[config.mk]
export PLATFORM = sky130hd
export DESIGN_NAME = serial_command_line_decoder
export DESIGN_NICKNAME = d
export VERILOG_FILES = /design/src/design/scld_pkg.sv /design/src/design/scld_decode.sv /design/src/design/serial_command_line_decoder.sv
export SDC_FILE = /design/constraint.sdc
export NUM_CORES = 1
export LEC_CHECK = 0
export ABC_AREA = 1
export BUFFER_PORTS_ARGS = -buffer_cell sky130_fd_sc_hd__buf_4
export CORE_UTILIZATION = 55
export CTS_BUF_LIST = sky130_fd_sc_hd__clkbuf_4
export CTS_CLUSTER_SIZE = 8
export DETAILED_ROUTE_END_ITERATION = 6
export MAX_ROUTING_LAYER = met4
export PLACE_DENSITY = 0.73
export SKIP_LAST_GASP = 1
export SLEW_MARGIN = 20
export SYNTH_ARGS = -nofsm -noshare
export SYNTH_HDL_FRONTEND = slang
export SYNTH_HIERARCHICAL = 1
export SYNTH_SLANG_ARGS = --single-unit
[constraint.sdc]
create_clock -name clk -period 7.2 [get_ports clk]
set_clock_uncertainty 0.05 [all_clocks]
set_input_delay 0.36 -clock clk [delete_from_list [all_inputs] [get_ports clk]]
set_output_delay 0.36 -clock clk [all_outputs]
set_load 0.02 [all_outputs]
[src/design/scld_pkg.sv]
`timescale 1ns / 1ps
// ----------------------------------------------------------------------------
// scld_pkg
// Shared types, constants and the command table for the serial command line
// decoder.
// ----------------------------------------------------------------------------
package scld_pkg;

  localparam int unsigned WinDepth  = 7;
  localparam int unsigned DecBytes  = 6;
  localparam int unsigned FillW     = 3;
  localparam int unsigned ValueW    = 14;

  localparam logic [7:0] CHR_ESC   = 8'h1b;
  localparam logic [7:0] CHR_TILDE = 8'h7e;
  localparam logic [7:0] CHR_DEL   = 8'h7f;
  localparam logic [7:0] CHR_CR    = 8'h0d;
  localparam logic [7:0] CHR_LF    = 8'h0a;
  localparam logic [7:0] CHR_ZERO  = 8'd48;
  localparam logic [7:0] CHR_NINE  = 8'd57;

  typedef logic [7:0] byte_t;
  typedef byte_t      win_t [WinDepth];
  typedef byte_t      dec_win_t [DecBytes];

  typedef enum logic [4:0] {
    CMD_CP, CMD_CI, CMD_CD, CMD_CA,
    CMD_MP, CMD_MI, CMD_MD,
    CMD_VO, CMD_VM, CMD_VS, CMD_VT, CMD_VB, CMD_VP,
    CMD_LP, CMD_LM, CMD_LC, CMD_LK, CMD_LS,
    CMD_SP, CMD_GP,
    CMD_UNKNOWN
  } cmd_id_t;

  typedef enum logic [1:0] {
    STAT_OK        = 2'd0,
    STAT_UNKNOWN   = 2'd1,
    STAT_DIGIT_ERR = 2'd2
  } status_t;

  typedef struct packed {
    byte_t              first_letter;
    byte_t              second_letter;
    logic [ValueW-1:0]  value;
    cmd_id_t            command_id;
    status_t            status;
  } dec_res_t;

  function automatic cmd_id_t lookup_cmd(input byte_t a, input byte_t b);
    cmd_id_t id;
    case ({a, b})
      "cp":    id = CMD_CP;
      "ci":    id = CMD_CI;
      "cd":    id = CMD_CD;
      "ca":    id = CMD_CA;
      "mp":    id = CMD_MP;
      "mi":    id = CMD_MI;
      "md":    id = CMD_MD;
      "vo":    id = CMD_VO;
      "vm":    id = CMD_VM;
      "vs":    id = CMD_VS;
      "vt":    id = CMD_VT;
      "vb":    id = CMD_VB;
      "vp":    id = CMD_VP;
      "lp":    id = CMD_LP;
      "lm":    id = CMD_LM;
      "lc":    id = CMD_LC;
      "lk":    id = CMD_LK;
      "ls":    id = CMD_LS;
      "sp":    id = CMD_SP;
      "gp":    id = CMD_GP;
      default: id = CMD_UNKNOWN;
    endcase
    return id;
  endfunction

endpackage

[src/design/scld_decode.sv]
`timescale 1ns / 1ps
// ----------------------------------------------------------------------------
// scld_decode
// Decodes a captured line: two command letters, a four-digit decimal value
// and the command lookup with digit checking.
// ----------------------------------------------------------------------------
module scld_decode
  import scld_pkg::*;
(
  input  dec_win_t line,
  output dec_res_t res
);

  logic [3:0]        dig [4];
  logic [3:0]        digit_ok;
  logic [ValueW-1:0] val;
  cmd_id_t           id;

  always_comb begin
    for (int i = 0; i < 4; i++) begin
      digit_ok[i] = (line[i+2] >= CHR_ZERO) && (line[i+2] <= CHR_NINE);
      // '0'..'9' carry the digit in the low nibble
      dig[i]      = line[i+2][3:0];
    end
  end

  assign val = ValueW'(dig[0]) * ValueW'(1000) + ValueW'(dig[1]) * ValueW'(100)
             + ValueW'(dig[2]) * ValueW'(10) + ValueW'(dig[3]);

  assign id = lookup_cmd(line[0], line[1]);

  always_comb begin
    res.first_letter  = line[0];
    res.second_letter = line[1];
    if (&digit_ok) begin
      res.value      = val;
      res.command_id = id;
      res.status     = (id == CMD_UNKNOWN) ? STAT_UNKNOWN : STAT_OK;
    end else begin
      res.value      = '0;
      res.command_id = CMD_UNKNOWN;
      res.status     = STAT_DIGIT_ERR;
    end
  end

endmodule

[src/design/serial_command_line_decoder.sv]
`timescale 1ns / 1ps
// ----------------------------------------------------------------------------
// serial_command_line_decoder
// Collects received bytes into a seven-byte line window and decodes a
// command and decimal value on each CR or LF.
// ----------------------------------------------------------------------------
//  channel | direction | ports                                      | moves
//  in      | sink      | in_valid, in_stall, in_rx_byte             | one byte
//  out     | source    | out_valid, out_stall, out_first_letter,    | one decoded
//          |           | out_second_letter, out_value,              | line
//          |           | out_command_id, out_status                 |
//
//  One byte per cycle while in_stall is low. The window updates at the
//  accepting edge; a line end copies bytes 0..5 into the line register,
//  which is decoded into the output register when that register can load.
//  Synchronous active-low reset clears the window, fill count and valids.
//  in_stall rises only while the line register is full and the output
//  register is held by out_stall.
// ----------------------------------------------------------------------------
module serial_command_line_decoder
  import scld_pkg::*;
(
  input  logic        clk,
  input  logic        rst_n,
  input  logic        in_valid,
  output logic        in_stall,
  input  logic [7:0]  in_rx_byte,
  output logic        out_valid,
  input  logic        out_stall,
  output logic [7:0]  out_first_letter,
  output logic [7:0]  out_second_letter,
  output logic [13:0] out_value,
  output logic [4:0]  out_command_id,
  output logic [1:0]  out_status
);

  win_t             win_r, win_nxt, win_base;
  logic [FillW-1:0] fill_r, fill_nxt, fill_base;
  dec_win_t         line_r;
  logic             line_valid_r;
  dec_res_t         res, res_r;
  logic             out_valid_r;
  logic             in_acc, out_load, is_ctrl, is_eol;

  assign out_load = !out_valid_r || !out_stall;
  assign in_stall = line_valid_r && !out_load;
  assign in_acc   = in_valid && !in_stall;

  assign is_ctrl = (in_rx_byte == CHR_ESC) || (in_rx_byte == CHR_TILDE)
                || (in_rx_byte == CHR_DEL);
  assign is_eol  = (in_rx_byte == CHR_CR) || (in_rx_byte == CHR_LF);

  // full window drops its oldest byte first; top byte keeps its value
  always_comb begin
    if (fill_r == FillW'(WinDepth)) begin
      for (int i = 0; i < WinDepth - 1; i++) win_base[i] = win_r[i+1];
      win_base[WinDepth-1] = win_r[WinDepth-1];
      fill_base = FillW'(WinDepth - 1);
    end else begin
      win_base  = win_r;
      fill_base = fill_r;
    end
  end

  always_comb begin
    win_nxt  = win_base;
    fill_nxt = fill_base;
    if (is_ctrl) begin
      fill_nxt = '0;
    end else begin
      for (int i = 0; i < WinDepth; i++) begin
        if (fill_base == FillW'(i)) win_nxt[i] = in_rx_byte;
      end
      fill_nxt = is_eol ? '0 : fill_base + FillW'(1);
    end
  end

  always_ff @(posedge clk) begin
    if (!rst_n) begin
      for (int i = 0; i < WinDepth; i++) win_r[i] <= '0;
      fill_r <= '0;
    end else if (in_acc) begin
      win_r  <= win_nxt;
      fill_r <= fill_nxt;
    end
  end

  // line register
  always_ff @(posedge clk) begin
    if (!rst_n) begin
      line_valid_r <= 1'b0;
    end else if (in_acc && !is_ctrl && is_eol) begin
      line_valid_r <= 1'b1;
    end else if (out_load) begin
      line_valid_r <= 1'b0;
    end
  end

  always_ff @(posedge clk) begin
    if (in_acc && !is_ctrl && is_eol) begin
      for (int i = 0; i < DecBytes; i++) line_r[i] <= win_nxt[i];
    end
  end

  scld_decode u_decode (
    .line (line_r),
    .res  (res)
  );

  // result register
  always_ff @(posedge clk) begin
    if (!rst_n) begin
      out_valid_r <= 1'b0;
    end else if (out_load) begin
      out_valid_r <= line_valid_r;
    end
  end

  always_ff @(posedge clk) begin
    if (out_load && line_valid_r) res_r <= res;
  end

  assign out_valid         = out_valid_r;
  assign out_first_letter  = res_r.first_letter;
  assign out_second_letter = res_r.second_letter;
  assign out_value         = res_r.value;
  assign out_command_id    = res_r.command_id;
  assign out_status        = res_r.status;

  a_stall_only_when_full: assert property (@(posedge clk) disable iff (!rst_n)
    in_stall |-> line_valid_r && out_valid_r)
    else $error("input stalled without a pending line");

  a_eol_clears_fill: assert property (@(posedge clk) disable iff (!rst_n)
    (in_acc && is_eol) |=> fill_r == '0 && line_valid_r)
    else $error("line end did not clear fill count or capture line");

  a_ctrl_clears_fill: assert property (@(posedge clk) disable iff (!rst_n)
    (in_acc && is_ctrl) |=> fill_r == '0)
    else $error("control byte did not clear fill count");

  a_digit_err_fields: assert property (@(posedge clk) disable iff (!rst_n)
    (out_valid && out_status == STAT_DIGIT_ERR) |->
      out_value == '0 && out_command_id == CMD_UNKNOWN)
    else $error("digit error with non-zero value or known command");

  a_status_matches_id: assert property (@(posedge clk) disable iff (!rst_n)
    (out_valid && out_status != STAT_DIGIT_ERR) |->
      ((out_status == STAT_UNKNOWN) == (out_command_id == CMD_UNKNOWN)))
    else $error("status disagrees with command id");

endmodule
==> metrics.md <==
| Metric | Value |
|---|---|
| Core area | roughly 18000 um2 |
| CTS tree | yes |
| Vias in the first global route | between 8000 and 9000 |
| Final setup violation count | 0 |
| Sequential element share of the synthesized area | about 37% |
| Filler Cells Inserted | 1722 |
| Crit path required time | about 7500 ps |
| R2R cell count | 18 |
| Max-slew violations | 0 |
| Clock Latency Late Sink | about 570 ps |
| Port Buffers | 50 |
| Initial DRC count | roughly 690 |
| Synthesized instance count | roughly 1400 |
| Nets | between 1500 and 2000 |
| Mapped cell area | 10200 um2 |
| GP Congestion | 0.928 |
| Placed insts | 1634 |
| Setup TNS | 0 ps |
| Clock Root Buffer | clkbuf_4 |
| Multi-input logic area | 5370 um2 |
| RSZ-0062 raised after global routing | no |
| Cell area after placement | roughly 10000 um2 |
| Number of max-cap violations | 0 |
| Slew @ Worst Pin | approximately 1100 ps |
| Hold Path Depth | 4 |
| Post-synth ARST share | 0% |
| CTS buffer count | 17 |
| Synthesized net count | 1510 |
| Reg-to-Reg End | out_value[12]$_DFFE_PP_ |
| Synth Warn # | 6 |
| Flip-flop and latch area | 3780 um2 |
| VDD IR max | between 0.09 and 0.1 mV |
| Min-Delay Path Class | primary input to register |
| Row count | 49 |
| Gr ovfl total | 0 |
| PwrDens | 152 nW/um2 |
| Max clock buf depth | 2 |
| Lkg Pwr | between 5 and 6 nW |
| Avg WL per Cell | ~14 um |
| Initial antenna violation count | 1 |
| Clk sink count | between 100 and 150 |
| Number of H-tree levels | 4 |
| CP endpoint kind | register |
| Mean Syn Cell Area | between 7 and 8 um2 |
| Layout cell share with drive strength beyond 1 | a little under an eighth |
| Initial DRT Pass Iterations | 6 |
| Yosys reg bits | around 150 |
| Top_reg_cell synth | edfxtp_1 |
| Tot GR Track Use | 26.0% |
| Worst-path clk slew | around 130 ps |
| Slew Limit Headroom | 27.9% |
| Die height | 138 um |
| IO Pins | 51 |
| Area delta synth->final | 5.20% |
| R2R setup slack | approximately 2800 ps |
| Total chip power | approximately 1.6 mW |
| DP Wirelength | 15600 um |
| Design Area, Final | around 11000 um2 |
| Worst Path Arrival | between 4000 and 5000 ps |
| Initial Utilization | a little under three fifths |
| Die ar. | 19100 um2 |
| Via density | 5.22 |
| Worst reg2reg path startpoint | line_r[25]$_DFFE_PP_ |
| DRC Markers | 0 |
| Pin count of the biggest net entering global routing | approximately 100 |
| Number of synthesized flops with an enable pin | 85 |
| Post-CTS sizing | 0 |
| Hold path start | in_valid |
| Post-Layout Cell Count | ~1700 |
| Startpoint types | register |
| Fin. Hold Viols | 0 |
| Status | finished, final reports clean |
| Worst Hold Path EP | fill_r[1]$_SDFFE_PN0N_ |
| Critical Path Fanout Max | 6 |
| Most frequent cells in the layout | nand2_1, nor2_1, inv_1 |
| Routed wire length | roughly 23000 um |
| Tmin final | approximately 4400 ps |
| Fmax | approximately 230 MHz |
| Commonest non-fill, non-tap cell in the layout | nand2_1 |
| Vias | just under 9000 |
| First-pass GRT wire length | around 40000 um |
| CP Class | register to register |
| Final Cycle Share | ~62% |
| Die W | approximately 140 um |
| Count of cell types in the netlist | 42 |
| Antenna-violating nets left | 0 |
[worst max-delay path, stage by stage (launching register included)]
cell	delay (ps)
edfxtp_1	520
fa_1	640
inv_1	100
fa_1	510
inv_1	40
ha_1	340
a21oi_1	190
o21bai_1	110
xor2_1	160
ha_1	300
ha_1	300
ha_1	330
nand2_1	90
nor2_1	130
nand3_1	90
o2111ai_1	130
nand2_1	80
nand2_1	60
nor2_1	40
[flip-flops by register name (all words and copies together) (netlist names), 2 cells and up]
register           count
out_first_letter       8
fill_r                 3
line_r                48
win_r                 56
out_command_id         5
out_second_letter      8
out_value             14
out_status             2
[routing by layer]
layer	global-route usage [%]	wire, um	vias up
met1	33.6	10500	3931
met3	3.91	1310	34
met5	-	0	-
met2	42.3	11100	268
li1	-	-	4474
met4	7.17	367	0
[how the worst max path moves through the flow]
stage	start	end	slack, ps
after global routing	line_r[25]$_DFFE_PP_	out_value[12]$_DFFE_PP_	2410
final	line_r[25]$_DFFE_PP_	out_value[12]$_DFFE_PP_	2760
after floorplan	line_r[25]$_DFFE_PP_	out_value[12]$_DFFE_PP_	3070
after global placement	line_r[25]$_DFFE_PP_	out_value[13]$_DFFE_PP_	2860
after detailed placement	line_r[25]$_DFFE_PP_	out_value[13]$_DFFE_PP_	2800
after CTS	line_r[25]$_DFFE_PP_	out_value[13]$_DFFE_PP_	2790
[repair_timing]
| item | 4_1_cts | 5_1_grt |
|---|---|---|
| hold buffers | 2 | 0 |
| endpoints found under the hold margin | 9 | 0 |
| setup buffers | 0 | 0 |
[cell usage after synthesis, drive strengths merged (2+ instances only)]
library cell  number  area share [%]
nor3               7            0.45
nand3             83             4.2
buf               61             4.3
xor2               7            0.60
clkbuf            15            0.55
a21oi             31             1.7
nand4             52             3.3
inv              149             5.5
nand2            562              22
a21o               2            0.15
ha                58             7.1
dfxtp             61              12
o21bai             3            0.22
o21ai             11            0.54
nor2             206             8.1
o21a               3            0.22
edfxtp            85              25
fa                17             3.3
xnor2              3            0.26
[report_power, final]
part	total [mW]	internal, mW	switching [mW]
clock network	0.504	0.180	0.324
registers	0.918	0.902	0.0159
logic	0.211	0.0673	0.144
total	1.63	1.15	0.483
[stage by stage]
step,utilization [%],hold slack (ps),setup slack [ps]
5_1_grt,59.4,25.1,2410
6_report,59.4,48.8,2760
4_1_cts,59.4,7.46,2790
3_3_place_gp,57.9,417,2860
3_5_place_dp,57.9,418,2800
2_1_floorplan,-,401,3070
[cell type report]
| type | instances | area share (%) |
|---|---|---|
| inverter | 149 | 5.22 |
| multi-input combinational | 1052 | 50.1 |
| clock inverter | 14 | 1.17 |
| tap | 229 | 2.67 |
| antenna | 1 | 0.0234 |
| sequential | 146 | 35.3 |
| clock buffer | 18 | 1.26 |
| timing repair buffer | 60 | 4.25 |
[logic make-up (layout without fill, tap and decap cells)]
family                     after synthesis  count (layout)  share of synthesized area (%)
adders and majority gates               75              75                           10.5
DFF                                    146             146                           37.1
other                                    0               1                              0
and+or+nand+nor                        914             914                           38.2
buffers and inverters                  225             241                           10.4
xor gates and xnor gates                10              10                          0.860
AOI/OAI and AO/OA                       53              53                           3.05
No activity file was read; power rests on OpenSTA's default activity.
